`config.mk`:
```
export PLATFORM = sky130hd
export DESIGN_NAME = csin_cell
export DESIGN_NICKNAME = d
export VERILOG_FILES = /design/src/rtl/core/csin_pkg.sv /design/src/rtl/core/csin_cell.sv
export SDC_FILE = /design/constraint.sdc
export NUM_CORES = 1
export LEC_CHECK = 0
export BUFFER_PORTS_ARGS = -buffer_cell sky130_fd_sc_hd__buf_2
export CORE_ASPECT_RATIO = 2
export CORE_MARGIN = 5
export CORE_UTILIZATION = 51
export DETAILED_ROUTE_END_ITERATION = 12
export PLACE_DENSITY = 0.72
export RECOVER_POWER = 25
export SLEW_MARGIN = 40
export SYNTH_ARGS = -nofsm -noshare
export SYNTH_HDL_FRONTEND = slang
export SYNTH_SLANG_ARGS = --single-unit
```
`constraint.sdc`:
```
create_clock -name clk_i -period 6.3 [get_ports clk_i]
set_input_delay 0.63 -clock clk_i [delete_from_list [all_inputs] [get_ports clk_i]]
set_output_delay 0.63 -clock clk_i [all_outputs]
set_load 0.02 [all_outputs]
```
`src/rtl/core/csin_pkg.sv`:
```
package csin_pkg;

  localparam int unsigned ITERATIONS = 20;
  localparam int unsigned AmpW       = 16;
  localparam int unsigned PhW        = 24;
  localparam int unsigned ResW       = 22;   // residual angle bits
  localparam int unsigned VecW       = 26;   // cosine / sine datapath
  localparam int unsigned AngW       = 25;   // signed angle datapath
  localparam int unsigned RW         = 28;   // scaled sine
  localparam int unsigned SmpW       = 16;
  localparam int unsigned ShW        = 5;
  localparam int unsigned NumStg     = ITERATIONS + 3;

  // quadrant codes, phase bits 23..22
  localparam logic [1:0] QuadI   = 2'd0;
  localparam logic [1:0] QuadII  = 2'd1;
  localparam logic [1:0] QuadIII = 2'd2;
  localparam logic [1:0] QuadIV  = 2'd3;

  localparam logic signed [RW-1:0] SatPos = RW'(8388608);
  localparam logic signed [RW-1:0] SatNeg = -SatPos;
  localparam logic [SmpW-1:0] SmpMax = 16'h7fff;
  localparam logic [SmpW-1:0] SmpMin = 16'h8001;

  typedef struct packed {
    logic signed [VecW-1:0] s;
    logic signed [VecW-1:0] c;
    logic signed [AngW-1:0] z;
  } vec_t;

  // atan(2^-i) in phase units, a full turn is 2^24
  function automatic logic signed [AngW-1:0] angle_step(input logic [ShW-1:0] idx);
    logic signed [AngW-1:0] r;
    unique case (idx)
      5'd0:    r = AngW'(2097152);
      5'd1:    r = AngW'(1238021);
      5'd2:    r = AngW'(654136);
      5'd3:    r = AngW'(332050);
      5'd4:    r = AngW'(166669);
      5'd5:    r = AngW'(83416);
      5'd6:    r = AngW'(41718);
      5'd7:    r = AngW'(20860);
      5'd8:    r = AngW'(10430);
      5'd9:    r = AngW'(5215);
      5'd10:   r = AngW'(2608);
      5'd11:   r = AngW'(1304);
      5'd12:   r = AngW'(652);
      5'd13:   r = AngW'(326);
      5'd14:   r = AngW'(163);
      5'd15:   r = AngW'(81);
      5'd16:   r = AngW'(41);
      5'd17:   r = AngW'(20);
      5'd18:   r = AngW'(10);
      5'd19:   r = AngW'(5);
      5'd20:   r = AngW'(3);
      5'd21:   r = AngW'(1);
      5'd22:   r = AngW'(1);
      default: r = '0;
    endcase
    return r;
  endfunction

endpackage

```
`src/rtl/core/csin_cell.sv`:
```
module csin_cell (
  input  logic                      clk_i,
  input  logic                      en_i,
  input  logic [csin_pkg::ShW-1:0]  shift_i,
  input  csin_pkg::vec_t            d_i,
  output csin_pkg::vec_t            q_o
);

  logic signed [csin_pkg::VecW-1:0] s_in, c_in, s_sh, c_sh;
  logic signed [csin_pkg::AngW-1:0] z_in, ang;
  csin_pkg::vec_t                   vec_d, vec_q;

  assign s_in = d_i.s;
  assign c_in = d_i.c;
  assign z_in = d_i.z;
  assign s_sh = s_in >>> shift_i;
  assign c_sh = c_in >>> shift_i;
  assign ang  = csin_pkg::angle_step(shift_i);

  // rotate toward zero residual angle
  always_comb begin
    if (!z_in[csin_pkg::AngW-1]) begin
      vec_d.s = s_in + c_sh;
      vec_d.c = c_in - s_sh;
      vec_d.z = z_in - ang;
    end else begin
      vec_d.s = s_in - c_sh;
      vec_d.c = c_in + s_sh;
      vec_d.z = z_in + ang;
    end
  end

  always_ff @(posedge clk_i) begin
    if (en_i) begin
      vec_q <= vec_d;
    end
  end

  assign q_o = vec_q;

endmodule

```
### Word level (Yosys, flattened, before mapping)

Memory sizes are Yosys's and may differ from the RTL's.
Index checks and enable logic that the tools add are counted.

* multiplexer cells: 1
* add/subtract/negate cells: 6
* shifts and indexed selects: 2

Operators with widths (number)
* 77-bit two-way mux: 1
* 26-bit adder: 2
* 26-bit by 5-bit >>> shifter with 26-bit output: 2
* 26-bit subtractor: 2
* 25-bit adder: 1
* 25-bit subtractor: 1

* word-level logic and storage cells: 13
* bits in registers: 77
* memory bits (read-only): 704
* output and inout bits: 77
* memories kept: 1
* bits of input ports: 84

Memory list
* (no name shown): words 32, bits a word 22, read ports 1, clocked after Yosys merged registers in 0, write ports 0, RTL line csin_pkg.sv:34 `unique case (idx)`

### Depth between registers and ports, before layout

Gate-level depths: netlist of the first run.

* word-level depth: 3
* gate-level depth with buffers: 26
* gate-level depth less buffers: 21

### Least setup slack after synthesis of the first run

No wires, ideal clock.

* path kind: input-to-reg
* start: in shift_i[4] (netlist bit)
* end: reg vec_q, in the netlist q_o[23] (data pin)
* arrival time: 5421 ps
* required time: 6042 ps
* cell stages on the path: 22
* slack: 621 ps
* path through: clkbuf_1 -> clkbuf_1 -> buf_2 -> clkbuf_1 -> clkbuf_1 -> mux4_2 -> a21oi_1 -> ha_1 -> nand2_1 -> nor3_1 -> nor2_1 -> xor2_1 -> ha_1 -> and3_1 -> a221oi_1 -> o31a_1 -> o21ai_0 -> a41o_1 -> o41a_1 -> a211o_1 -> a21oi_1 -> xnor2_1

RTL lines
* start: declaration: RTL line csin_cell.sv:4 `input logic [csin_pkg::ShW-1:0] shift_i,`
* end signal: assignment: RTL line csin_cell.sv:35 `vec_q <= vec_d;`
* end: declaration: RTL line csin_cell.sv:11 `csin_pkg::vec_t vec_d, vec_q;`

==> impl_metrics.ini, run 1 <==
[routing]
wl_met2_um = 23700
wl_met3_um = 2920
met1_length_um = 13700
drc = 0
num_vias = 11917
totalWireLength_um = 44800
drtAntennaViolNets = 0
first_pass_iters = 5
wl_per_cell_um = 24.9
top_layer = met4
via_per_inst = 6.63
drt_first_iter_violations = 958

[cts]
clock_path_buffers = 2
cts_inserted_buffers = 9
holdBufCountCts = 0
cts_tree = done
cts.htree.levels = 3
cts.sinks = 77
path_clk_slew_ps = 70
clock_tree.root_cell = clkbuf_16

[synthesis]
ys_ff_latch = 77
ys_warn_count = 0
synth.distinct_cells = 89
synth_cells = 1260
yosysTopAreaCell = edfxtp_1
synth_commonest_cells = a21oi_1 (111), nor2_1 (104), ha_1 (85), xnor2_1 (78), edfxtp_1 (77)
synth_nets = 1432
synthArstFlopShare = 0
avgSynthCellArea_um2 = 8.99
synth_top_area_share = 0.204
yosys.cell_count.top_type = a21oi_1
syn-cell-area_um2 = 11300
ys_seq_area_frac = 0.204
synth_area_leaders = edfxtp_1 (20%), ha_1 (9.4%), mux4_2 (7.2%), xnor2_1 (6.0%), a21oi_1 (4.9%)
synthFlopType = edfxtp_1
synth_edf_count = 77

[cells_and_area]
drive_gt1_frac = 0.274
area_growth_syn_to_layout_pct = 20.1
largest_reg_flops = 77
stdcell_count = 1798
fin_util = 0.620
final_area_um2 = 13600
fin_nets = 1688

[hold_path]
hold_class = in2reg
hold_start = d_i[0]
min_to = q_o[0]$_DFFE_PP_
min_path_cells = 2

[setup_path]
crit_path_max_incr_delay_ps = 630
critPathKind = in2reg
timing.critical_path.cells = buf_6 > buf_12 > mux4_1 > mux2i_1 > o221a_2 > or4b_1 > nor3_1 > and4_1 > buf_4 > a31oi_1 > xnor2_1 > ha_1 > a21oi_1 > o21bai_1 > a2111o_1 > o221a_2 > a21o_1 > a21oi_1 > xnor2_1
cp_slowest_cell = mux4_1
path_delay_family = compound AO/OA/AOI/OAI gates
critPathMaxFanout = 30
critPathCaptureType = flop
worstPathArrival_ps = 6120
path_buf_inv = 3
worstPathRequired_ps = 6420
start_kind = input pin

[die]
start_util = 0.516
die_h_um = 221
pin_count = 161
num_rows = 77
fp.coreArea_um2 = 22000
die-area_um2 = 25500
die_x_um = 115

[timing]
rsz0062_at_grt = false
holdWs_ps = 572
worst_slew_pin_slew_ps = 4400
slew_headroom = -1.93
setup_violations = 0
hold_viol_final = 0
period_share = 0.953
period_needed_ps = 6000
fmax_ghz = 0.167
slew_viol_final = 78

[placement]
dpl_cell_area_um2 = 13300
place_hpwl_um = 35700
port_buffers = 160
gp_congestion = 1.10
dpl.cell_count = 1781

[global_route]
grt_pass1_vias = 12222
grt_usage = 0.350
antenna_found_initial = 1
grt_pass1_wl_um = 67100
grt_start_max_net_pins = 78
grt-ovfl-total = 0

[power_and_ir_drop]
pwr-share-clk = 0.174
p_per_area_nw_per_um2 = 234
irDropWorstVdd_mv = 0.173
p_seq_frac = 0.249
intPower_w = 0.00184
leakagePower_nw = 5.94
power_switching_w = 0.00135
combPwrFrac = 0.577
switching_share = 0.424
power.total_w = 0.00319

[run_status]
violations = capacitance limit, slew limit
status = complete, but fails checks

[flow_run]
cap_violations = 1
## layout by cell type (no fill, tap or decap), types with 10 or more instances in the layout
cell,instances
nand2b_1,14
mux4_1,12
o21bai_1,13
a22oi_1,15
edfxtp_1,77
inv_1,37
a21o_1,29
mux2_2,20
xnor2_1,78
buf_4,155
and2_1,14
and3_1,17
a31oi_1,22
nor2b_1,20
nor3_1,41
nand2_1,72
o21a_1,14
or3_1,10
nand3_1,20
a211oi_1,20
a21oi_1,111
o21ai_0,57
xor2_1,48
ha_1,85
mux2i_1,48
or2_2,12
nor2_1,104
mux4_2,36
buf_2,157
## metrics by stage
stage / TNS (ps) / worst slack (ps)
2_1_floorplan: 0 / 621
3_3_place_gp: 0 / 4.71
3_5_place_dp: -144 / -64.3
4_1_cts: 0 / 306
5_1_grt: 0 / 117
6_report: 0 / 296
## logic make-up (layout without fill, tap and decap cells)
logic type | after synthesis | after routing | share of synthesized area
compound gates | 383 | 383 | 0.227
simple gates | 357 | 357 | 0.160
xor+xnor | 126 | 126 | 0.0974
mux | 117 | 117 | 0.163
buf+inv | 112 | 373 | 0.0496
fa+ha+maj | 88 | 88 | 0.0992
flops | 77 | 77 | 0.204
other cells | 0 | 1 | 0
## power by group through the flow
stage                     Combinational, W  Clock (W)  Sequential [W]
after CTS                          0.00182   0.000559        0.000794
after floorplan                   0.000989          0        0.000986
after detailed placement           0.00181          0        0.000803
after global placement             0.00178          0        0.000801
final                              0.00184   0.000555        0.000794
after global routing               0.00197   0.000576        0.000806
## routing by layer
layer | GRT usage | up-vias
met5 | 0 | -
met4 | 0.307 | 0
met3 | 0.0624 | 238
met2 | 0.641 | 637
met1 | 0.319 | 5679
li1 | - | 5363
## final cells by class
type                            instances  area, µm²
Antenna cell                            1       2.50
Clock buffer                            9        225
Clock inverter                          7       73.8
Fill cell                            2004       8360
Inverter                               39        146
Multi-Input combinational cell       1071       8460
Sequential cell                        77       2310
Tap cell                              276        345
Timing Repair Buffer                  318       2040
## how the worst max path moves through the flow
| stage | startpoint | end | slack, ps | depth (start not counted) |
|---|---|---|---|---|
| after floorplan | shift_i[4] | q_o[23]$_DFFE_PP_ | 620 | 22 |
| after global placement | shift_i[0] | q_o[72]$_DFFE_PP_ | 5 | 18 |
| after detailed placement | shift_i[0] | q_o[72]$_DFFE_PP_ | -60 | 19 |
| after CTS | shift_i[0] | q_o[72]$_DFFE_PP_ | 310 | 19 |
| after global routing | shift_i[0] | q_o[75]$_DFFE_PP_ | 120 | 20 |
| final | shift_i[0] | q_o[72]$_DFFE_PP_ | 300 | 19 |
## timing repair
action	CTS	global route
endpoints found under the setup margin	0	1
gates resized for setup	0	1
buffers inserted	0	0
Power figures use the tool's default switching activity.
==> run 2: changes to the inputs <==
--- a/config.mk
+++ b/config.mk
@@ -8,9 +8,10 @@
 export BUFFER_PORTS_ARGS = -buffer_cell sky130_fd_sc_hd__buf_2
 export CORE_ASPECT_RATIO = 2
 export CORE_MARGIN = 5
-export CORE_UTILIZATION = 51
+export CORE_UTILIZATION = 35
+export CTS_CLUSTER_DIAMETER = 30
 export DETAILED_ROUTE_END_ITERATION = 12
-export PLACE_DENSITY = 0.72
+export MAX_ROUTING_LAYER = met4
 export RECOVER_POWER = 25
 export SLEW_MARGIN = 40
 export SYNTH_ARGS = -nofsm -noshare
==> impl_metrics.ini, run 2 (synthesis gave the netlist of run 1 again) <==
[power_and_ir_drop]
switching_share = 0.417
power.total_w = 0.00324
intPower_w = 0.00189
combPwrFrac = 0.555
pwr-share-clk = 0.199
leakagePower_nw = 5.80
irDropWorstVdd_mv = 0.155
p_seq_frac = 0.245
power_switching_w = 0.00135
p_per_area_nw_per_um2 = 238

[hold_path]
hold_start = d_i[0]
hold_class = in2reg

[cts]
clock_path_buffers = 2
cts.htree.levels = 3
cts_inserted_buffers = 9
clock_tree.root_cell = clkbuf_16
path_clk_slew_ps = 70
post-cts-setup-buffers = 0
cts.sinks = 77
cts_tree = done

[global_route]
grt_pass1_wl_um = 68700
grt_pass1_vias = 11908
grt-ovfl-total = 0
antenna_found_initial = 3
grt_usage = 0.260
grt_start_max_net_pins = 78

[setup_path]
start_kind = input pin
path_depth = 23
timing.critical_path.cells = buf_6 > buf_12 > mux4_1 > mux2i_1 > buf_4 > nor2_1 > nor3_1 > ha_1 > inv_1 > nor3_1 > and4_1 > a21oi_1 > xnor2_1 > ha_1 > a21o_1 > a211oi_1 > and3_1 > a21oi_1 > and3_1 > o221a_2 > a21o_1 > a21oi_1 > xnor2_1
cp_slowest_cell = mux4_1
crit_start = shift_i[0]
crit_path_max_incr_delay_ps = 590
worstSetupEndpoint = q_o[72]$_DFFE_PP_
critPathMaxFanout = 29
worstPathArrival_ps = 5990
path_buf_inv = 4
critical_path.most_common_cell = a21oi_1
critPathCaptureType = flop
path_delay_family = simple AND/OR/NAND/NOR gates
critPathKind = in2reg
worstPathRequired_ps = 6430

[run_status]
status = complete, but fails checks
violations = capacitance limit, slew limit

[routing]
totalWireLength_um = 46200
drc = 0
num_vias = 11555
drt_first_iter_violations = 820
via_per_inst = 6.02
wl_per_cell_um = 24.1
drtAntennaViolNets = 0
first_pass_iters = 6

[timing]
hold_viol_final = 0
slew_headroom = -1.88
rsz0062_at_grt = false
worst_slew_pin_slew_ps = 4320
period_share = 0.930
fmax_ghz = 0.171
slew_viol_final = 78
period_needed_ps = 5860
fin_tns_setup_ps = 0
setup_violations = 0

[die]
die-area_um2 = 36300
die_x_um = 137
die_h_um = 264
start_util = 0.353
num_rows = 93
pin_count = 161
fp.coreArea_um2 = 32100

[cells_and_area]
area_growth_syn_to_layout_pct = 20.1
final_cell_mix = buf_2 (157), buf_4 (121), a21oi_1 (111)
final_common_cell = buf_2
largest_reg_flops = 77
drive_gt1_frac = 0.260
fin_nets = 1654
fin_util = 0.424

[placement]
port_buffers = 160
place_hpwl_um = 37000
gp_congestion = 1.02

[flow_run]
cap_violations = 1
## run 2: cell count changes in the layout (fill, tap and decap cells not counted), moves of 2 or more
| cell | change |
|---|---|
| nor2_1 | -2 |
| clkinvlp_4 | -2 |
| buf_4 | -34 |
| bufinv_16 | +2 |
| diode_2 | +3 |
| nor2_2 | +2 |
## run 2: cell type report
| class | count | area, µm² |
|---|---|---|
| Antenna cell | 4 | 10.0 |
| Clock buffer | 9 | 225 |
| Clock inverter | 7 | 120 |
| Fill cell | 3238 | 18500 |
| Inverter | 39 | 146 |
| Multi-Input combinational cell | 1071 | 8470 |
| Sequential cell | 77 | 2310 |
| Tap cell | 427 | 534 |
| Timing Repair Buffer | 284 | 1790 |
## run 2: through the flow
stage	area [µm²]	hold WS (ps)	worst slack, ps	std cells
final	13600	554	439	1918
after global routing	13600	565	65.9	1917
after floorplan	11300	742	621	1260
after CTS	13600	541	371	1914
after detailed placement	13200	932	-31.5	1898
after global placement	13200	946	32.1	1898
## run 2: metal layers
metal	part of all wire	vias to the layer above	GRT usage	routed length, µm
met5	0	-	-	0
met4	0.11	0	0.235	4940
met3	0.063	211	0.0528	2930
met2	0.52	504	0.454	24000
met1	0.31	5540	0.226	14300
li1	-	5300	-	-
## run 2: worst min path at each step
stage                            end  slack, ps  depth (start not counted)
finish              q_o[0]$_DFFE_PP_        550                          2
global route        q_o[0]$_DFFE_PP_        560                          2
CTS                 q_o[0]$_DFFE_PP_        540                          2
detailed placement  q_o[0]$_DFFE_PP_        930                          2
global placement    q_o[0]$_DFFE_PP_        950                          2
floorplan           q_o[0]$_DFFE_PP_        740                          0
## run 2: power by group through the flow
stage / registers [W] / clock network [W] / logic [W]
floorplan: 0.000986 / 0 / 0.000989
global placement: 0.000804 / 0 / 0.00177
detailed placement: 0.000804 / 0 / 0.00178
CTS: 0.000794 / 0.000665 / 0.00179
global route: 0.000808 / 0.000676 / 0.00194
finish: 0.000794 / 0.000645 / 0.00180
## run 2: repair_timing
item / CTS / global route
hold buffers: 0 / 0
setup endpoints to repair: 0 / 2
endpoints found under the hold margin: 0 / 0
resized for setup: 0 / 1
==> run 3: changes to the inputs <==
--- a/config.mk
+++ b/config.mk
@@ -5,6 +5,7 @@
 export SDC_FILE = /design/constraint.sdc
 export NUM_CORES = 1
 export LEC_CHECK = 0
+export ABC_AREA = 1
 export BUFFER_PORTS_ARGS = -buffer_cell sky130_fd_sc_hd__buf_2
 export CORE_ASPECT_RATIO = 2
 export CORE_MARGIN = 5
==> impl_metrics.ini, run 3 <==
[timing]
rsz0062_at_grt = false
fin_tns_setup_ps = 0
period_needed_ps = 5190
setup_violations = 0
slew_headroom = 0.162
hold_viol_final = 0
slew_viol_final = 0
worst_slew_pin_slew_ps = 1260
period_share = 0.824
fmax_ghz = 0.193

[global_route]
grt_pass1_vias = 12405
grt_pass1_wl_um = 66000
grt-ovfl-total = 0
grt_usage = 0.252
grt_start_max_net_pins = 62
antenna_found_initial = 0

[synthesis]
ys_warn_count = 0
synth_area_leaders = edfxtp_1 (21%), nand2_1 (21%), nand3_1 (11%), ha_1 (9.7%), xor2_1 (6.1%)
synth_xor_area_frac = 0.0981
synthArstFlopShare = 0
synth_compound_area_frac = 0.116
synth_commonest_cells = nand2_1 (606), nand3_1 (246), inv_1 (144), nor2_1 (132), a21oi_1 (95)
synth_cells = 1761
ys_seq_area_frac = 0.211
syn-cell-area_um2 = 11000
synth_top_family_by_area = simple AND/OR/NAND/NOR gates
synth_top_area_share = 0.211
synth_fa_ha_area_frac = 0.102
synth.distinct_cells = 42
yosys.cell_count.top_type = nand2_1
synth_edf_count = 77
synth_simple_gate_area_frac = 0.391
ys_ff_latch = 77
synth_nets = 1933
yosysTopAreaCell = edfxtp_1
avgSynthCellArea_um2 = 6.24
synth.area.mux_share = 0
synthFlopType = edfxtp_1

[cells_and_area]
diodes = 0
largest_reg_flops = 77
fillers = 3548
fin_nets = 2063
final_cell_mix = nand2_1 (606), nand3_1 (246), inv_1 (144)
area_growth_syn_to_layout_pct = 12.9
drive_gt1_frac = 0.0986
final_common_cell = nand2_1
fin_util = 0.400

[setup_path]
worstPathArrival_ps = 5320
critical_path.most_common_cell = nand2_1
crit_path_max_incr_delay_ps = 480
path_delay_family = simple AND/OR/NAND/NOR gates
path_buf_inv = 4
critPathKind = in2reg
critPathMaxFanout = 33
start_kind = input pin
cp_slowest_cell = o21ai_0
critPathCaptureType = flop
crit_start = shift_i[2]
worstPathRequired_ps = 6420

[power_and_ir_drop]
switching_share = 0.465
pwr-share-clk = 0.186
combPwrFrac = 0.548
power_switching_w = 0.00141
p_seq_frac = 0.265
intPower_w = 0.00162
leakagePower_nw = 6.17
irDropWorstVdd_mv = 0.157
p_per_area_nw_per_um2 = 244

[routing]
wl_per_cell_um = 18.9
drtAntennaViolNets = 0
drc = 0
num_vias = 12217
via_per_inst = 5.28
drt_first_iter_violations = 724
totalWireLength_um = 43700
first_pass_iters = 5

[die]
num_rows = 91
pin_count = 161
fp.coreArea_um2 = 31000
die_x_um = 135
die_h_um = 261
die-area_um2 = 35200
start_util = 0.355

[cts]
post-cts-setup-buffers = 0
cts.sinks = 77
cts_inserted_buffers = 9
cts_tree = done
cts.htree.levels = 3
path_clk_slew_ps = 70
clock_path_buffers = 2
clock_tree.root_cell = clkbuf_16
cts_resized = 0
holdBufCountCts = 0

[run_status]
status = complete, no violations

[placement]
gp_congestion = 1.01
port_buffers = 160
place_hpwl_um = 36700

[flow_run]
cap_violations = 0

[hold_path]
hold_start = d_i[0]
hold_class = in2reg
## run 3: cell types whose count changed after synthesis, moves of 20 or more
cell and change:
nand2_1 +534, nand3_1 +226, inv_1 +107, mux2i_1 -48
mux4_2 -36, nor3_1 -33, xnor2_1 -31, nor2_1 +28
xor2_1 +28, a21o_1 -20, mux2_2 -20, nor2b_1 -20
## run 3: layout make-up
class | instances | area (µm²) | area share
clock buffer | 9 | 225 | 0.0182
multi-input combinational | 1469 | 7770 | 0.627
inverter | 154 | 581 | 0.0468
sequential | 77 | 2310 | 0.186
clock inverter | 7 | 71.3 | 0.00575
timing repair buffer | 180 | 913 | 0.0737
tap | 418 | 523 | 0.0422
## run 3: cell families (layout without fill, tap and decap cells)
logic type | count (synthesis) | after routing
and+or+nand+nor | 1031 | 1031
AOI/OAI and AO/OA | 227 | 227
buffers and inverters | 215 | 350
xor gates and xnor gates | 123 | 123
adders and majority gates | 88 | 88
DFF | 77 | 77
## run 3: routing by layer
layer  vias to the layer above  share of wire  GRT usage
li1                       6094              -          -
met1                      5608           0.33      0.220
met2                       360           0.56      0.491
met3                       155          0.034     0.0268
met4                         0          0.075      0.174
met5                         -              0          -
## run 3: power by group through the flow
stage	clock [W]	sequential, W	combinational [W]
final	0.000564	0.000803	0.00166
after global routing	0.000595	0.000817	0.00183
after CTS	0.000580	0.000803	0.00168
after detailed placement	0	0.000812	0.00167
after global placement	0	0.000810	0.00167
after floorplan	0	0.00100	0.000971
## run 3: through the flow
step / std cells / hold WS (ps) / setup WS [ps] / total power (W) / area (µm²)
finish: 2314 / 545 / 1110 / 0.00303 / 12400
global route: 2314 / 570 / 662 / 0.00324 / 12400
CTS: 2314 / 537 / 1180 / 0.00307 / 12500
detailed placement: 2298 / 937 / 773 / 0.00249 / 12200
global placement: 2298 / 933 / 828 / 0.00248 / 12200
floorplan: 1761 / 742 / 2050 / 0.00197 / 11000
## run 3: path summary, 6_finish.rpt
check                           end  slack, ps  cells past startpoint
hold / removal     q_o[0]$_DFFE_PP_        550                      2
setup / recovery  q_o[73]$_DFFE_PP_       1110                     25
