### src/rtl/core/csin_pkg.sv
package csin_pkg;

  localparam int unsigned ITERATIONS = 20;
  localparam int unsigned AmpW       = 16;
  localparam int unsigned PhW        = 24;
  localparam int unsigned ResW       = 22;   // residual angle bits
  localparam int unsigned VecW       = 26;   // cosine / sine datapath
  localparam int unsigned AngW       = 25;   // signed angle datapath
  localparam int unsigned RW         = 28;   // scaled sine
  localparam int unsigned SmpW       = 16;
  localparam int unsigned ShW        = 5;
  localparam int unsigned NumStg     = ITERATIONS + 3;

  // quadrant codes, phase bits 23..22
  localparam logic [1:0] QuadI   = 2'd0;
  localparam logic [1:0] QuadII  = 2'd1;
  localparam logic [1:0] QuadIII = 2'd2;
  localparam logic [1:0] QuadIV  = 2'd3;

  localparam logic signed [RW-1:0] SatPos = RW'(8388608);
  localparam logic signed [RW-1:0] SatNeg = -SatPos;
  localparam logic [SmpW-1:0] SmpMax = 16'h7fff;
  localparam logic [SmpW-1:0] SmpMin = 16'h8001;

  typedef struct packed {
    logic signed [VecW-1:0] s;
    logic signed [VecW-1:0] c;
    logic signed [AngW-1:0] z;
  } vec_t;

  // atan(2^-i) in phase units, a full turn is 2^24
  function automatic logic signed [AngW-1:0] angle_step(input logic [ShW-1:0] idx);
    logic signed [AngW-1:0] r;
    unique case (idx)
      5'd0:    r = AngW'(2097152);
      5'd1:    r = AngW'(1238021);
      5'd2:    r = AngW'(654136);
      5'd3:    r = AngW'(332050);
      5'd4:    r = AngW'(166669);
      5'd5:    r = AngW'(83416);
      5'd6:    r = AngW'(41718);
      5'd7:    r = AngW'(20860);
      5'd8:    r = AngW'(10430);
      5'd9:    r = AngW'(5215);
      5'd10:   r = AngW'(2608);
      5'd11:   r = AngW'(1304);
      5'd12:   r = AngW'(652);
      5'd13:   r = AngW'(326);
      5'd14:   r = AngW'(163);
      5'd15:   r = AngW'(81);
      5'd16:   r = AngW'(41);
      5'd17:   r = AngW'(20);
      5'd18:   r = AngW'(10);
      5'd19:   r = AngW'(5);
      5'd20:   r = AngW'(3);
      5'd21:   r = AngW'(1);
      5'd22:   r = AngW'(1);
      default: r = '0;
    endcase
    return r;
  endfunction

endpackage

### src/rtl/core/csin_prerot.sv
module csin_prerot (
  input  logic                          clk_i,
  input  logic                          en_i,
  input  logic [csin_pkg::AmpW-1:0]     amplitude_i,
  input  logic [csin_pkg::PhW-1:0]      phase_i,
  output csin_pkg::vec_t                q_o
);

  logic [csin_pkg::ResW-1:0]        a;
  logic signed [csin_pkg::VecW-1:0] a_ext;
  csin_pkg::vec_t                   d;
  csin_pkg::vec_t                   vec_q;

  // widen the amplitude, low bits refilled from its top bits
  assign a     = {amplitude_i, 6'b0} | csin_pkg::ResW'(amplitude_i >> 10);
  assign a_ext = $signed({{(csin_pkg::VecW - csin_pkg::ResW){1'b0}}, a});

  always_comb begin
    d.s = '0;
    d.c = '0;
    d.z = $signed({{(csin_pkg::AngW - csin_pkg::ResW){1'b0}},
                   phase_i[csin_pkg::ResW-1:0]});
    unique case (phase_i[csin_pkg::PhW-1 -: 2])
      csin_pkg::QuadI:   d.c = a_ext;
      csin_pkg::QuadII:  d.s = a_ext;
      csin_pkg::QuadIII: d.c = -a_ext;
      csin_pkg::QuadIV:  d.s = -a_ext;
      default:           d.c = a_ext;
    endcase
  end

  always_ff @(posedge clk_i) begin
    if (en_i) begin
      vec_q <= d;
    end
  end

  assign q_o = vec_q;

endmodule

### config.mk
export PLATFORM = sky130hd
export DESIGN_NAME = csin_prerot
export DESIGN_NICKNAME = d
export VERILOG_FILES = /design/src/rtl/core/csin_pkg.sv /design/src/rtl/core/csin_prerot.sv
export SDC_FILE = /design/constraint.sdc
export NUM_CORES = 1
export LEC_CHECK = 0
export BUFFER_PORTS_ARGS = -buffer_cell sky130_fd_sc_hd__buf_2
export CORE_MARGIN = 2
export CORE_UTILIZATION = 50
export CTS_CLUSTER_SIZE = 16
export DETAILED_ROUTE_END_ITERATION = 6
export GPL_TIMING_DRIVEN = 0
export PLACE_DENSITY = 0.81
export SKIP_CTS_REPAIR_TIMING = 1
export SLEW_MARGIN = 30
export SYNTH_ARGS = -nofsm -noshare
export SYNTH_HDL_FRONTEND = slang
export SYNTH_SLANG_ARGS = --single-unit
### constraint.sdc
create_clock -name clk_i -period 4 [get_ports clk_i]
set_input_delay 0.4 -clock clk_i [delete_from_list [all_inputs] [get_ports clk_i]]
set_output_delay 0.4 -clock clk_i [all_outputs]
set_load 0.005 [all_outputs]
# Yosys cells after proc, flatten, opt, wreduce, memory -nomap -nowiden
# Cells that the tools add are included.
[word_totals] ff_bits=74 latch_bits=0 ram_bits=0 romBits=0 inputBits=42 out_inout_bits=77 word_cells=11 n_memories=0
[classes] add_sub_neg=1 n_mul=0 n_div=0 n_lt_le_gt_ge=0 eq_ne=3 n_shift=0 muxes=2 bitwise_logic=1 n_reduce_logical=1
[ops] op="$pmux 26 s2" n=2
[ops] op="$neg 22->26" n=1
[ops] op="$or 22x6->22" n=1
[ops] op="$eq 2x2->1 const B" n=2
[ops] op="$eq 2x1->1 const B" n=1
[ops] op="$logic_not 2->1" n=1

# Longest topological paths before layout
# Gate-level depths: netlist of the first run.
[depth] ltp_word=3 depth_mapped=8 ltp_nobuf=6

# Worst setup path after synthesis of the first run
# No wires, ideal clock.
[synth_path] kind="input port to flip-flop" startpoint="input port amplitude_i[10] (netlist bit)" endpoint="register vec_q (netlist bit q_o[63]) (data pin)" setup_ps=258 arrival_time_ps=1864 slack_ps=1877 path_stages=7 n_path_buf=1 cell_sequence="clkbuf_2 -> inv_1 -> ha_1 -> or4b_1 -> o41ai_1 -> xor2_1 -> nor2b_1"
[synth_rtl] item="from (decl)" line_no="csin_prerot.sv:4" source="input logic [csin_pkg::AmpW-1:0] amplitude_i,"
[synth_rtl] item="to (signal assigned)" line_no="csin_prerot.sv:34" source="vec_q <= d;"
[synth_rtl] item="to (decl)" line_no="csin_prerot.sv:12" source="csin_pkg::vec_t vec_q;"

==> impl_metrics.py, run 1 <==
metrics = {
    "sta": {
        "rsz0062_at_grt": "false",
        "relSlewSlack_pct": 56.7,
        "fin_crit_ns": 2.03,
        "clock.fmax_mhz": 493,
        "worst_pin_slew_ns": 0.649,
        "fin_crit_sh_pct": 50.7,
        "setup_violations": 0,
        "hold_viol_final": 0,
        "slew_viol_final": 0,
        "tns_ns": 0,
    },
    "power": {
        "p_sw_w": 0.000385,
        "p_seq_share_pct": 58.0,
        "internal_power_w": 0.00124,
        "pwr-share-clk_pct": 29.7,
        "vdd.ir_drop.worst_v": 0.000228,
        "power_w": 0.00163,
        "swShare_pct": 23.6,
        "p_leak_nw": 1.65,
        "comb_power_share_pct": 12.3,
        "power_density_mw_per_mm2": 409,
    },
    "floorplan": {
        "initial_core_util_pct": 52.4,
        "coreArea_mm2": 0.00599,
        "std_cell_rows": 28,
        "die_area_mm2": 0.00693,
        "ios": 119,
        "die_h_um": 83.3,
        "die_w_um": 83.3,
    },
    "synth": {
        "yosysSeqAreaShare_pct": 70.7,
        "synthArstFlopShare_pct": 0,
        "synth-edff-count": 74,
        "yosysUniqueCellTypes": 38,
        "syn_area_per_cell_um2": 15.0,
        "synth-main-ff-cell": "edfxtp_1",
        "synth-seq-cells": 74,
        "synth_area_mm2": 0.00314,
        "syn_inst": 209,
        "yosys_warnings": 0,
    },
    "detailed_routing": {
        "viasPerCell": 5.00,
        "wl_per_cell_um": 15.4,
        "ant_nets": 0,
        "via_count": 2072,
        "dr.pass1.iters": 4,
        "remaining_drc_errors": 0,
        "dr.first_iter.drc_count": 171,
        "wl_um": 6360,
    },
    "worst_setup_path": {
        "path_class": "in -> reg",
        "crit_fanout": 5,
        "worst_ep_required_time_ns": 4.09,
        "worst_setup_path_end_kind": "register",
        "worstSetupStartpointType": "primary input",
        "critPathArrivalTime_ns": 2.12,
        "critPathSlowestCell": "or4_4",
        "crit_chain": "buf_2 -> or4_4 -> nor4_1 -> a21boi_0 -> mux2_2",
        "cp_slowest_stage_delay_ns": 0.58,
    },
    "clock_tree": {
        "clockRootBuffer": "clkbuf_8",
        "cts.sinks": 74,
        "clkTransAtPathRegs_ns": 0.08,
        "cts_tree": "built",
        "cts_buffers": 9,
        "ctsHtreeMaxLevel": 3,
        "clk_path_buf_depth": 2,
    },
    "finish": {
        "diodes": 0,
        "syn_to_final_growth_pct": 26.8,
        "drive_gt1_share_pct": 43.7,
        "fin_nets": 378,
        "largest_reg_flops": 74,
    },
    "min_path": {
        "worstHoldEndpoint": "q_o[9]",
        "hold_path_class": "in -> reg",
        "hold_start": "phase_i[9]",
        "whs_path_depth": 1,
    },
    "run_status": {
        "outcome": "complete, no violations",
    },
    "place": {
        "io_buffers": 111,
        "gp_routability_congestion": 0.849,
        "dpl.hpwl_um": 4740,
    },
    "global_route": {
        "grt_usage_pct": 18.9,
        "grt_max_degree": 46,
        "grt_pass1_vias": 2064,
        "gr-total-overflow": 0,
        "grt_pass1_wl_um": 10300,
        "antenna_found_initial": 0,
    },
    "run": {
        "drv_cap": 0,
    },
}
==> worst max-delay path, delay by kind of cell <==
family,cells,cell delay (ns)
buffers and inverters,1,0.11
AND/OR/NAND/NOR,2,0.99
multiplexers,1,0.33
AO/OA/AOI/OAI,1,0.29
==> metrics by stage <==
| step | worst slack [ns] | area (um2) | util, % | hold slack [ns] | std cells |
|---|---|---|---|---|---|
| finish | 1.97 | 3980 | 66.5 | 0.224 | 414 |
| CTS | 2.01 | 3980 | 66.5 | 0.209 | 414 |
| floorplan | 1.88 | 3150 | - | 0.499 | 211 |
| global placement | 1.68 | 3800 | 63.4 | 0.577 | 397 |
| global route | 1.81 | 3980 | 66.5 | 0.209 | 414 |
| detailed placement | 1.66 | 3820 | 63.8 | 0.579 | 398 |
==> per-layer routing <==
layer / wire [um] / GRT usage [%] / up-vias
met5: 0 / 0 / -
met4: 82 / 5.81 / 0
met3: 597 / 7.55 / 10
met2: 3040 / 30.1 / 91
met1: 2630 / 23.9 / 965
li1: - / - / 1006
==> Yosys cell counts (3+ instances only) <==
cell type / count / area, um2
clkbuf_1: 5 / 18.8
xor2_1: 13 / 114
edfxtp_1: 74 / 2220
xnor2_1: 3 / 26.3
o31ai_1: 6 / 45.0
nor2b_1: 20 / 125
o21ai_1: 4 / 20.0
or4_4: 3 / 33.8
o41ai_2: 4 / 65.1
nand2_1: 7 / 26.3
buf_4: 3 / 22.5
inv_1: 7 / 26.3
nor2_1: 24 / 90.1
==> layout make-up <==
| cell class | instances | area (um2) |
|---|---|---|
| Fill cell | 437 | 2010 |
| Clock buffer | 11 | 131 |
| Inverter | 7 | 26.3 |
| Timing Repair Buffer | 112 | 578 |
| Buffer | 15 | 86.3 |
| Clock inverter | 5 | 31.3 |
| Multi-Input combinational cell | 115 | 815 |
| Sequential cell | 74 | 2220 |
| Tap cell | 75 | 93.8 |
==> worst max-delay path by stage <==
stage                    startpoint  endpoint  slack [ns]  cells past startpoint
floorplan           amplitude_i[10]   q_o[63]        1.88                      7
global placement    amplitude_i[10]   q_o[65]        1.68                      7
detailed placement  amplitude_i[10]   q_o[65]        1.66                      7
CTS                 amplitude_i[10]   q_o[41]        2.01                      7
global route        amplitude_i[10]   q_o[37]        1.81                      7
finish               amplitude_i[6]   q_o[41]        1.97                      5
==> layout by cell type (no fill, tap or decap), drive strengths merged, types with 2 or more instances in the layout <==
| master | instances |
|---|---|
| ha | 2 |
| or4 | 5 |
| inv | 7 |
| nand2 | 7 |
| conb | 3 |
| o21ai | 6 |
| edfxtp | 74 |
| o21bai | 2 |
| or3 | 2 |
| clkbuf | 17 |
| o41ai | 7 |
| nor4 | 2 |
| and2 | 2 |
| buf | 121 |
| nor2 | 24 |
| mux2 | 2 |
| clkinv | 4 |
| o31ai | 6 |
| xor2 | 13 |
| xnor2 | 3 |
| nor2b | 20 |
==> logic make-up (layout without fill, tap and decap cells) <==
kind of cell | Yosys count | after routing | share of synthesized area [%]
buf+inv | 22 | 150 | 3.58
other cells | 1 | 3 | 0.119
fa+ha+maj | 2 | 2 | 0.796
simple gates | 68 | 68 | 11.9
compound gates | 24 | 24 | 7.69
mux | 2 | 2 | 0.717
flops | 74 | 74 | 70.7
xor+xnor | 16 | 16 | 4.46
==> power by group through the flow <==
stage	registers [W]	clock network [W]	logic [W]
after detailed placement	0.000962	0	0.000204
final	0.000945	0.000484	0.000201
after CTS	0.000945	0.000495	0.000204
after floorplan	0.000974	0	0.0000710
after global routing	0.000950	0.000533	0.000223
after global placement	0.000961	0	0.000194
Power figures use the tool's default switching activity.
==> inputs of run 2 (changes only) <==
--- a/config.mk
+++ b/config.mk
@@ -7,11 +7,11 @@
 export LEC_CHECK = 0
 export BUFFER_PORTS_ARGS = -buffer_cell sky130_fd_sc_hd__buf_2
 export CORE_MARGIN = 2
-export CORE_UTILIZATION = 50
+export CORE_UTILIZATION = 49
 export CTS_CLUSTER_SIZE = 16
 export DETAILED_ROUTE_END_ITERATION = 6
 export GPL_TIMING_DRIVEN = 0
-export PLACE_DENSITY = 0.81
+export PLACE_DENSITY = 0.8
 export SKIP_CTS_REPAIR_TIMING = 1
 export SLEW_MARGIN = 30
 export SYNTH_ARGS = -nofsm -noshare
==> constraint.sdc (replaced) <==
create_clock -name clk_i -period 2 [get_ports clk_i]
set_input_delay 0.2 -clock clk_i [delete_from_list [all_inputs] [get_ports clk_i]]
set_output_delay 0.2 -clock clk_i [all_outputs]
set_load 0.005 [all_outputs]
==> impl_metrics.py, run 2 (synthesized netlist as in run 1, its figures left out) <==
metrics = {
    "run_status": {
        "outcome": "complete, no violations",
    },
    "detailed_routing": {
        "remaining_drc_errors": 0,
        "ant_nets": 0,
        "viasPerCell": 5.11,
        "dr.first_iter.drc_count": 84,
        "dr.pass1.iters": 6,
        "wl_um": 6590,
        "via_count": 2131,
        "wl_per_cell_um": 15.8,
    },
    "worst_setup_path": {
        "critPathArrivalTime_ns": 1.99,
        "worst_setup_path_end_kind": "register",
        "crit_fanout": 5,
        "worst_ep_required_time_ns": 2.09,
        "worstSetupStartpointType": "primary input",
        "path_class": "in -> reg",
    },
    "place": {
        "dpl.hpwl_um": 4760,
        "pre_cts_ws_ns": -0.198,
        "dp.cells": 400,
        "io_buffers": 111,
        "gp_routability_congestion": 0.766,
        "placed_area_mm2": 0.00382,
    },
    "finish": {
        "syn_to_final_growth_pct": 30.7,
        "layout_common_cells": "buf_2, edfxtp_1, nor2_1",
        "final_cells": 417,
        "fin_nets": 379,
        "mostFrequentLayoutCell": "buf_2",
        "diodes": 0,
        "final_area_mm2": 0.00411,
        "drive_gt1_share_pct": 44.1,
        "fillers": 439,
        "largest_reg_flops": 74,
    },
    "sta": {
        "slew_viol_final": 0,
        "hold_slack_ns": 0.0324,
        "setup_violations": 0,
        "worst_pin_slew_ns": 0.677,
        "clock.fmax_mhz": 528,
        "fin_ws_ns": 0.107,
        "fin_crit_sh_pct": 94.6,
        "hold_viol_final": 0,
        "rsz0062_at_grt": "false",
        "fin_crit_ns": 1.89,
        "relSlewSlack_pct": 54.9,
    },
    "clock_tree": {
        "clkTransAtPathRegs_ns": 0.08,
        "cts_tree": "built",
        "cts.sinks": 74,
        "clk_path_buf_depth": 2,
        "ctsHtreeMaxLevel": 3,
        "clockRootBuffer": "clkbuf_8",
        "cts_buffers": 9,
    },
    "power": {
        "comb_power_share_pct": 10.6,
        "internal_power_w": 0.00301,
        "p_seq_share_pct": 49.8,
        "p_sw_w": 0.000792,
        "power_w": 0.00380,
        "power_density_mw_per_mm2": 925,
        "pwr-share-clk_pct": 39.6,
        "swShare_pct": 20.8,
        "vdd.ir_drop.worst_v": 0.000527,
        "p_leak_nw": 1.70,
    },
    "global_route": {
        "grt_pass1_vias": 2034,
        "gr-total-overflow": 0,
        "grt_max_degree": 48,
        "antenna_found_initial": 0,
        "grt_usage_pct": 19.1,
        "grt_pass1_wl_um": 10200,
    },
    "floorplan": {
        "die_w_um": 84.1,
        "die_area_mm2": 0.00707,
        "initial_core_util_pct": 50.0,
        "coreArea_mm2": 0.00628,
        "ios": 119,
        "die_h_um": 84.1,
        "std_cell_rows": 29,
    },
    "min_path": {
        "hold_path_class": "in -> reg",
    },
    "run": {
        "drv_cap": 0,
    },
}
## run 2: cell count changes in the layout (fill, tap and decap cells not counted), sizes merged
cell	previous run	this run
bufinv	0	4
clkbuf	17	16
clkinv	4	1
clkinvlp	1	0
dlygate4sd3	0	1
inv	7	8
## run 2: per-stage QoR
stage | utilization, % | setup TNS (ns)
2_1_floorplan | - | 0
5_1_grt | 65.4 | 0
3_3_place_gp | 60.6 | -1.30
6_report | 65.4 | 0
3_5_place_dp | 60.9 | -2.37
4_1_cts | 65.1 | 0
## run 2: cell type report
class	instances	area (um2)	area share (%)
buffer	15	86.3	2.10
clock buffer	10	128	3.11
clock inverter	6	138	3.35
inverter	7	26.3	0.640
multi-input combinational	115	822	20.0
sequential	74	2220	54.1
tap	77	96.3	2.35
timing repair buffer	113	588	14.3
## run 2: final timing paths
kind	end	slack (ns)	startpoint	cells after the start
setup / recovery	q_o[41]	0.11	amplitude_i[6]	5
hold / removal	q_o[21]	0.03	phase_i[21]	1
## run 2: power groups by stage
| stage | sequential [W] | clock (W) | combinational (W) |
|---|---|---|---|
| after global placement | 0.00192 | 0 | 0.000387 |
| after detailed placement | 0.00193 | 0 | 0.000403 |
| after CTS | 0.00189 | 0.00153 | 0.000404 |
| after global routing | 0.00190 | 0.00161 | 0.000443 |
| final | 0.00189 | 0.00150 | 0.000402 |
| after floorplan | 0.00195 | 0 | 0.000142 |
## run 2: critical path, cell delays in order
cell and delay (ns):
buf_2 0.11, or4_4 0.58, nor4_1 0.47, a21boi_0 0.29, mux2_2 0.33
## run 2: metal layers
layer	GRT usage, %	routed length (um)	vias up
met1	23.6	2580	1019
met3	7.32	548	8
met2	31.2	3380	98
li1	-	-	1006
met5	0	0	-
met4	5.87	82	0
==> inputs of run 3 (changes only) <==
--- a/config.mk
+++ b/config.mk
@@ -5,13 +5,14 @@
 export SDC_FILE = /design/constraint.sdc
 export NUM_CORES = 1
 export LEC_CHECK = 0
+export ABC_AREA = 1
 export BUFFER_PORTS_ARGS = -buffer_cell sky130_fd_sc_hd__buf_2
 export CORE_MARGIN = 2
 export CORE_UTILIZATION = 49
 export CTS_CLUSTER_SIZE = 16
 export DETAILED_ROUTE_END_ITERATION = 6
 export GPL_TIMING_DRIVEN = 0
-export PLACE_DENSITY = 0.8
+export PLACE_DENSITY = 0.79
 export SKIP_CTS_REPAIR_TIMING = 1
 export SLEW_MARGIN = 30
 export SYNTH_ARGS = -nofsm -noshare
==> impl_metrics.py, run 3 <==
metrics = {
    "run_status": {
        "outcome": "finished, violations left",
        "violations": "design-rule violations",
    },
    "sta": {
        "fin_crit_ns": 1.36,
        "clock.fmax_mhz": 737,
        "fin_crit_sh_pct": 67.9,
        "hold_slack_ns": 0.0251,
        "rsz0062_at_grt": "false",
        "slew_viol_final": 0,
        "setup_violations": 0,
        "fin_ws_ns": 0.643,
        "tns_ns": 0,
        "hold_viol_final": 0,
    },
    "finish": {
        "final_util_pct": 64.6,
        "fin_nets": 472,
        "diodes": 0,
        "mostFrequentLayoutCell": "buf_2",
        "layout_common_cells": "buf_2, nand2_1, edfxtp_1",
        "drive_gt1_share_pct": 35.3,
        "syn_to_final_growth_pct": 26.4,
        "largest_reg_flops": 74,
    },
    "place": {
        "io_buffers": 114,
        "pre_cts_ws_ns": 0.264,
        "gp_routability_congestion": 0.854,
        "dpl.hpwl_um": 5310,
    },
    "floorplan": {
        "coreArea_mm2": 0.00642,
        "die_h_um": 85.8,
        "die_area_mm2": 0.00737,
        "std_cell_rows": 29,
        "initial_core_util_pct": 51.1,
        "ios": 119,
        "die_w_um": 85.8,
    },
    "detailed_routing": {
        "wl_per_cell_um": 14.3,
        "remaining_drc_errors": 15,
        "viasPerCell": 5.04,
        "ant_nets": 0,
        "dr.pass1.iters": 7,
        "wl_um": 7300,
        "dr.first_iter.drc_count": 177,
        "via_count": 2570,
    },
    "synth": {
        "synth-edff-count": 74,
        "yosysSeqAreaShare_pct": 67.7,
        "synth-seq-cells": 74,
        "synthDominantCellAreaShare_pct": 67.7,
        "yosysUniqueCellTypes": 20,
        "yosys.area.top_type": "edfxtp_1",
        "ys_top_cells_by_count": "nand2_1, edfxtp_1, nand3_1",
        "syn_inst": 300,
        "synth_area_mm2": 0.00328,
        "synthArstFlopShare_pct": 0,
        "synth.top_cells.by_area": "edfxtp_1, nand2_1, nand3_1",
        "synth_most_common_cell": "nand2_1",
        "synth-main-ff-cell": "edfxtp_1",
        "yosys_warnings": 0,
        "syn_area_per_cell_um2": 10.9,
    },
    "global_route": {
        "gr-total-overflow": 0,
        "grt_usage_pct": 20.0,
        "grt_max_degree": 40,
        "grt_pass1_wl_um": 11300,
        "antenna_found_initial": 0,
        "grt_pass1_vias": 2397,
    },
    "worst_setup_path": {
        "crit_fanout": 8,
        "worstSetupStartpointType": "primary input",
        "worst_ep_required_time_ns": 2.10,
        "critPathArrivalTime_ns": 1.45,
        "path_class": "in -> reg",
        "worst_setup_path_end_kind": "register",
    },
    "clock_tree": {
        "ctsHtreeMaxLevel": 3,
        "cts_tree": "built",
        "clk_path_buf_depth": 2,
        "cts_buffers": 9,
        "clockRootBuffer": "clkbuf_8",
        "clkTransAtPathRegs_ns": 0.08,
        "cts.sinks": 74,
    },
    "power": {
        "p_leak_nw": 1.84,
        "power_density_mw_per_mm2": 791,
        "power_w": 0.00328,
        "vdd.ir_drop.worst_v": 0.000315,
    },
    "run": {
        "drv_cap": 0,
    },
    "min_path": {
        "hold_path_class": "in -> reg",
    },
}
==> run 3: path summary, 6_finish.rpt <==
path / start / to / slack (ns) / cells past startpoint
max: amplitude_i[11] / q_o[63] / 0.64 / 8
min: phase_i[15] / q_o[15] / 0.03 / 1
==> run 3: per-stage QoR <==
stage	std cells	cell area [um2]
6_report	510	4150
5_1_grt	510	4150
4_1_cts	510	4150
3_5_place_dp	494	3980
3_3_place_gp	493	3960
2_1_floorplan	302	3290
==> run 3: critical path, stage by stage <==
cell     delay (ns)
buf_2          0.11
inv_1          0.17
ha_1           0.34
nand2_2        0.14
nor2_4         0.21
nand3_1        0.13
nand3_1        0.10
nand2_1        0.05
==> run 3: final cells by class <==
cell class              count  area (um2)
clock buffers              10         128
clock inverters             6        42.5
fillers                   507        2270
flip-flops and latches     74        2220
multi-input cells         191         891
well taps                  77        96.3
inverters                  29         109
repair buffers            115         593
plain buffers               8        66.3
==> run 3: power breakdown <==
| group | internal, W | switching (W) | leakage [nW] |
|---|---|---|---|
| clock | 0.000452 | 0.000549 | 0.0827 |
| combinational | 0.000167 | 0.000233 | 1.04 |
| sequential | 0.00185 | 0.0000269 | 0.716 |
| total | 0.00247 | 0.000808 | 1.84 |
==> run 3: logic make-up after synthesis <==
group                    count (synthesis)  synth area share, %
AO/OA/AOI/OAI                           26                 4.12
adder cells (fa/ha/maj)                  2                0.763
other                                    1                0.114
AND/OR/NAND/NOR                        157                 21.1
XOR/XNOR                                 3                0.801
flip-flops                              74                 67.7
buffers and inverters                   37                 5.34
==> run 3: layer usage <==
| metal | vias up | track usage, % | wire length (um) |
|---|---|---|---|
| met5 | - | 0 | 0 |
| met4 | 0 | 5.77 | 80 |
| met3 | 10 | 7.60 | 812 |
| met2 | 118 | 32.4 | 3340 |
| met1 | 1165 | 25.3 | 3070 |
| li1 | 1277 | - | - |
